### src/rtl/rech_pkg.sv
`timescale 1ns / 1ps
// ----------------------------------------------------------------------------
// rech_pkg
// Shared types and codes of the row extent convex hull block.
// ----------------------------------------------------------------------------
package rech_pkg;

   // fixed port widths
   localparam int COORD_W     = 12;
   localparam int ROW_INDEX_W = 10;

   // item kinds
   localparam logic KIND_APPEND = 1'b0;
   localparam logic KIND_QUERY  = 1'b1;

   // chain select
   localparam logic SIDE_LEFT  = 1'b0;
   localparam logic SIDE_RIGHT = 1'b1;

   // commands from the controller to the datapath
   typedef struct packed {
      logic load_req;
      logic clear_region;
      logic set_ovf;
      logic inc_rows;
      logic side;
      logic t_load_top;
      logic t_dec;
      logic rd_pop;
      logic mul_pop;
      logic push;
      logic push_zero;
      logic srch_init;
      logic rd_mid;
      logic srch_upd;
      logic rd_eval;
      logic mul_eval;
      logic div_start;
      logic take_vertex;
      logic take_quot;
      logic out_load;
   } cmd_type;

   // status from the datapath to the controller
   typedef struct packed {
      logic is_query;
      logic first;
      logic rows_zero;
      logic full;
      logic row_in;
      logic t_zero;
      logic keep;
      logic lo_eq_hi;
      logic eval_vertex;
      logic div_done;
      logic out_free;
   } status_type;

endpackage

### src/rtl/rech_ctrl.sv
`timescale 1ns / 1ps
// ----------------------------------------------------------------------------
// rech_ctrl
// Controller: sequences appends, pops, searches and interpolation per chain.
// ----------------------------------------------------------------------------
module rech_ctrl
   import rech_pkg::*;
(
   input  logic       clock,
   input  logic       reset,
   input  logic       req_valid,
   output logic       req_stall,
   input  status_type st,
   output cmd_type    cmd
);

   typedef enum logic [4:0] {
      S_IDLE,
      S_DECIDE,
      S_CHECK,
      S_ADD_INIT,
      S_POP_RD,
      S_POP_MUL,
      S_POP_CMP,
      S_PUSH,
      S_SRCH_INIT,
      S_SRCH_RD,
      S_SRCH_CMP,
      S_EV_RD,
      S_EV_CHK,
      S_EV_MUL,
      S_EV_SUM,
      S_EV_DIV,
      S_RESULT
   } state_type;

   state_type state_ff, state_in;
   logic      side_ff, side_in;
   logic      start_ff, start_in;

   assign req_stall = (state_ff != S_IDLE);

   // next state and command decode
   always_comb begin
      state_in = state_ff;
      side_in  = side_ff;
      start_in = start_ff;
      cmd      = '0;
      cmd.side = side_ff;
      cmd.push_zero = start_ff;
      case (state_ff)
         S_IDLE: begin
            if (req_valid) begin
               cmd.load_req = 1'b1;
               state_in = S_DECIDE;
            end
         end
         S_DECIDE: begin
            if (!st.is_query && st.first) begin
               cmd.clear_region = 1'b1;
            end
            state_in = S_CHECK;
         end
         S_CHECK: begin
            side_in = SIDE_LEFT;
            if (st.is_query) begin
               state_in = st.row_in ? S_SRCH_INIT : S_RESULT;
            end else if (st.rows_zero) begin
               start_in = 1'b1;
               state_in = S_PUSH;
            end else if (st.full) begin
               cmd.set_ovf = 1'b1;
               state_in = S_IDLE;
            end else begin
               start_in = 1'b0;
               state_in = S_ADD_INIT;
            end
         end
         S_ADD_INIT: begin
            cmd.t_load_top = 1'b1;
            state_in = S_POP_RD;
         end
         S_POP_RD: begin
            if (st.t_zero) begin
               state_in = S_PUSH;
            end else begin
               cmd.rd_pop = 1'b1;
               state_in = S_POP_MUL;
            end
         end
         S_POP_MUL: begin
            cmd.mul_pop = 1'b1;
            state_in = S_POP_CMP;
         end
         S_POP_CMP: begin
            if (st.keep) begin
               state_in = S_PUSH;
            end else begin
               cmd.t_dec = 1'b1;
               state_in = S_POP_RD;
            end
         end
         S_PUSH: begin
            cmd.push = 1'b1;
            if (side_ff == SIDE_LEFT) begin
               side_in  = SIDE_RIGHT;
               state_in = start_ff ? S_PUSH : S_ADD_INIT;
            end else begin
               cmd.inc_rows = 1'b1;
               start_in = 1'b0;
               state_in = S_IDLE;
            end
         end
         S_SRCH_INIT: begin
            cmd.srch_init = 1'b1;
            state_in = S_SRCH_RD;
         end
         S_SRCH_RD: begin
            if (st.lo_eq_hi) begin
               state_in = S_EV_RD;
            end else begin
               cmd.rd_mid = 1'b1;
               state_in = S_SRCH_CMP;
            end
         end
         S_SRCH_CMP: begin
            cmd.srch_upd = 1'b1;
            state_in = S_SRCH_RD;
         end
         S_EV_RD: begin
            cmd.rd_eval = 1'b1;
            state_in = S_EV_CHK;
         end
         S_EV_CHK: begin
            if (st.eval_vertex) begin
               cmd.take_vertex = 1'b1;
               side_in  = SIDE_RIGHT;
               state_in = (side_ff == SIDE_LEFT) ? S_SRCH_INIT : S_RESULT;
            end else begin
               state_in = S_EV_MUL;
            end
         end
         S_EV_MUL: begin
            cmd.mul_eval = 1'b1;
            state_in = S_EV_SUM;
         end
         S_EV_SUM: begin
            cmd.div_start = 1'b1;
            state_in = S_EV_DIV;
         end
         S_EV_DIV: begin
            if (st.div_done) begin
               cmd.take_quot = 1'b1;
               side_in  = SIDE_RIGHT;
               state_in = (side_ff == SIDE_LEFT) ? S_SRCH_INIT : S_RESULT;
            end
         end
         S_RESULT: begin
            if (st.out_free) begin
               cmd.out_load = 1'b1;
               state_in = S_IDLE;
            end
         end
         default: begin
            state_in = S_IDLE;
         end
      endcase
   end

   always_ff @(posedge clock) begin
      if (reset) begin
         state_ff <= S_IDLE;
         side_ff  <= SIDE_LEFT;
         start_ff <= 1'b0;
      end else begin
         state_ff <= state_in;
         side_ff  <= side_in;
         start_ff <= start_in;
      end
   end

endmodule

### config.mk
export PLATFORM = sky130hd
export DESIGN_NAME = rech_ctrl
export DESIGN_NICKNAME = d
export VERILOG_FILES = /design/src/rtl/rech_pkg.sv /design/src/rtl/rech_ctrl.sv
export SDC_FILE = /design/constraint.sdc
export NUM_CORES = 1
export LEC_CHECK = 0
export BUFFER_PORTS_ARGS = -buffer_cell sky130_fd_sc_hd__buf_2
export CORE_MARGIN = 2
export CORE_UTILIZATION = 40
export CTS_CLUSTER_DIAMETER = 200
export CTS_CLUSTER_SIZE = 8
export DETAILED_ROUTE_END_ITERATION = 10
export GPL_TIMING_DRIVEN = 0
export PLACE_DENSITY = 0.8
export SYNTH_ARGS = -nofsm -noshare
export SYNTH_HDL_FRONTEND = slang
export SYNTH_SLANG_ARGS = --single-unit
### constraint.sdc
create_clock -name clock -period 1.6 [get_ports clock]
set_clock_uncertainty 0.05 [all_clocks]
set_input_delay 0 -clock clock [delete_from_list [all_inputs] [get_ports clock]]
set_output_delay 0 -clock clock [all_outputs]
set_load 0.02 [all_outputs]
==> impl_metrics.tcl <==
set metrics [dict create \
    clock_power_share 0.174 \
    worstHoldPathType "in -> reg" \
    drcViolationCount 0 \
    drt_wl_total_mm 2.183 \
    die_y_um 46.23 \
    final-setup-viol-count 1 \
    vias 952 \
    pwr-share-comb 0.559 \
    row_count 15 \
    pwr-share-seq 0.267 \
    grt_max_degree 11 \
    tns_ns -0.03606 \
    yosysWarnings 0 \
    num-nets-final 166 \
    avgSynthCellArea_um2 6.604 \
    cts_tree "yes" \
    clk_latency_ns 0.25 \
    cp_max_fo 8 \
    max_clock_freq_mhz 611.2 \
    first_pass_iters 4 \
    drt_iter0_drc 16 \
    period_minus_slack_ns 1.636 \
    fin_crit_sh 1.023 \
    worst_setup_path_end_kind "register" \
    status "finished, violations left" \
    ys_types 38 \
    clockBufferDepth 2 \
    cts_sinks 7 \
    required_ns 1.70 \
    numCtsBuffers 3 \
    maxSlewHeadroom 0.6871 \
    crit_arrival_ns 1.74 \
    cts-root-buf "clkbuf_4" \
    grt_pass1_vias 822 \
    die-area_um2 2137 \
    synth-seq-cells 7 \
    diodes 0 \
    fp.dieW_um 46.23 \
    antenna_found_initial 0 \
    coreArea_um2 1708 \
    start_util 0.4176 \
    max-cap-violations 0 \
    synthCells 108 \
    rsz0062_at_grt "true" \
    pin_count 35 \
    area_delta_synth_final_pct 49.47 \
    synth-edff-count 0 \
    synth_largest_area_cell "dfxtp_1" \
    gp_congestion 0.8785 \
    startpoint_type "register" \
    track_usage 0.2187 \
    setup_ws_ns -0.03606 \
    internal-power_w 0.0005202 \
    hold_violations 0 \
    async_flop_share 0 \
    p_per_area_nw_per_um2 859.8 \
    violations "negative setup slack" \
    power_leakage_nw 0.4930 \
    path_clk_slew_ns 0.05 \
    fin_area_um2 1066 \
    placed_cell_area_um2 919.6 \
    synth.most_common_cell "nor2_1" \
    ys.flop_type "dfxtp_1" \
    peakVddDrop_mv 0.5432 \
    grt-ovfl-total 0 \
    h-tree-depth 1 \
    io_buffer_count 34 \
    worst_pin_slew_ns 0.4657 \
    wl_per_cell_um 12.40 \
    syn_nets 122 \
    synth_area_leaders "dfxtp_1 20%, nor2_1 7.4%, a21oi_1 7.0%" \
    synth_area_um2 713.2 \
    crit_type "reg -> reg" \
    ant_nets 0 \
    synth_common_cells "14 x nor2_1, 10 x a21oi_1, 10 x nor3_1" \
    slew_viol_final 0 \
    yosysSeqAreaShare 0.1965 \
    grt_pass1_wl_mm 3.408 \
    layout-drive-gt1-share 0.4305 \
    switchingPower_w 0.0003964 \
    place_hpwl_mm 1.554 \
    power.share.switching 0.4324 \
    viasPerCell 5.409 \
    yosysTopAreaCellShare 0.1965 \
]
==> flip-flops by register name (all words and copies together) (netlist names) <==
| signal | cells |
|---|---|
| state_ff | 5 |
| start_ff | 1 |
| side_ff | 1 |
==> worst max-delay path, stage by stage (launching register included) <==
cell and delay (ns):
dfxtp_1 0.32, clkbuf_8 0.16, or4_4 0.56, nand4b_1 0.15, a211oi_1 0.07, nor4_2 0.23
==> metrics by stage <==
step / cells / total power (W) / setup WS [ns] / hold slack (ns) / util
2_1_floorplan: 108 / 0.0005559 / 0.03329 / 0.01907 / -
3_3_place_gp: 167 / 0.0006632 / -0.06903 / 0.2214 / 0.5385
3_5_place_dp: 167 / 0.0006696 / -0.1084 / 0.2256 / 0.5385
4_1_cts: 176 / 0.0008840 / 0.0006747 / 0.02534 / 0.6103
5_1_grt: 176 / 0.0009866 / -0.1404 / 0.03927 / 0.6242
6_report: 176 / 0.0009166 / -0.03606 / 0.03393 / 0.6242
==> power groups by stage <==
stage / Combinational [W] / Clock [W] / Sequential, W
floorplan: 0.000332 / 0 / 0.000224
global placement: 0.000432 / 0 / 0.000231
detailed placement: 0.000438 / 0 / 0.000231
CTS: 0.000480 / 0.000164 / 0.000240
global route: 0.000562 / 0.000175 / 0.000249
finish: 0.000512 / 0.000159 / 0.000245
==> final timing paths <==
path | from | to | slack, ns | cells after the start
worst max-delay path | state_ff[4] | state_ff[0] | -0.04 | 5
worst min-delay path | req_valid | state_ff[0] | 0.03 | 3
worst max register to register | state_ff[4] | state_ff[0] | -0.04 | 5
worst min register to register | start_ff | start_ff | 0.45 | 2
==> timing repair <==
item	4_1_cts	5_1_grt
hold buffers	2	0
setup endpoints to repair	12	12
resized for setup	19	8
pin swaps	1	2
endpoints found under the hold margin	6	0
gates cloned	1	0
buffers inserted	2	0
==> cell usage in the layout, fill, tap and decap left out, drive strengths merged, types with 3 or more instances in the layout <==
cell type	count
dfxtp	7
nor4	4
o21ai	6
nor2	14
nand3	4
clkbuf	7
buf	43
inv	6
nand2	8
nor3b	3
nor3	10
a21oi	10
nand2b	4
==> per-layer routing <==
layer,vias to the layer above,GRT usage,wire length [µm]
met5,-,0,0
met1,421,0.2593,956
met4,0,0.07429,10
met3,2,0.03529,149
met2,52,0.3917,1067
li1,477,-,-
==> cells by family after synthesis <==
group	count (synthesis)	synth area share
compound gates	26	0.2316
simple gates	60	0.4719
buf+inv	15	0.09999
flops	7	0.1965
==> final cells by class <==
type | instances | area (µm²)
buffer | 9 | 81.33
clock buffer | 4 | 26.28
fill | 155 | 641.9
inverter | 6 | 22.52
multi-input combinational | 86 | 544.3
sequential | 7 | 145.1
tap | 25 | 31.28
timing repair buffer | 39 | 215.2
(Power assumes the default switching activity.)
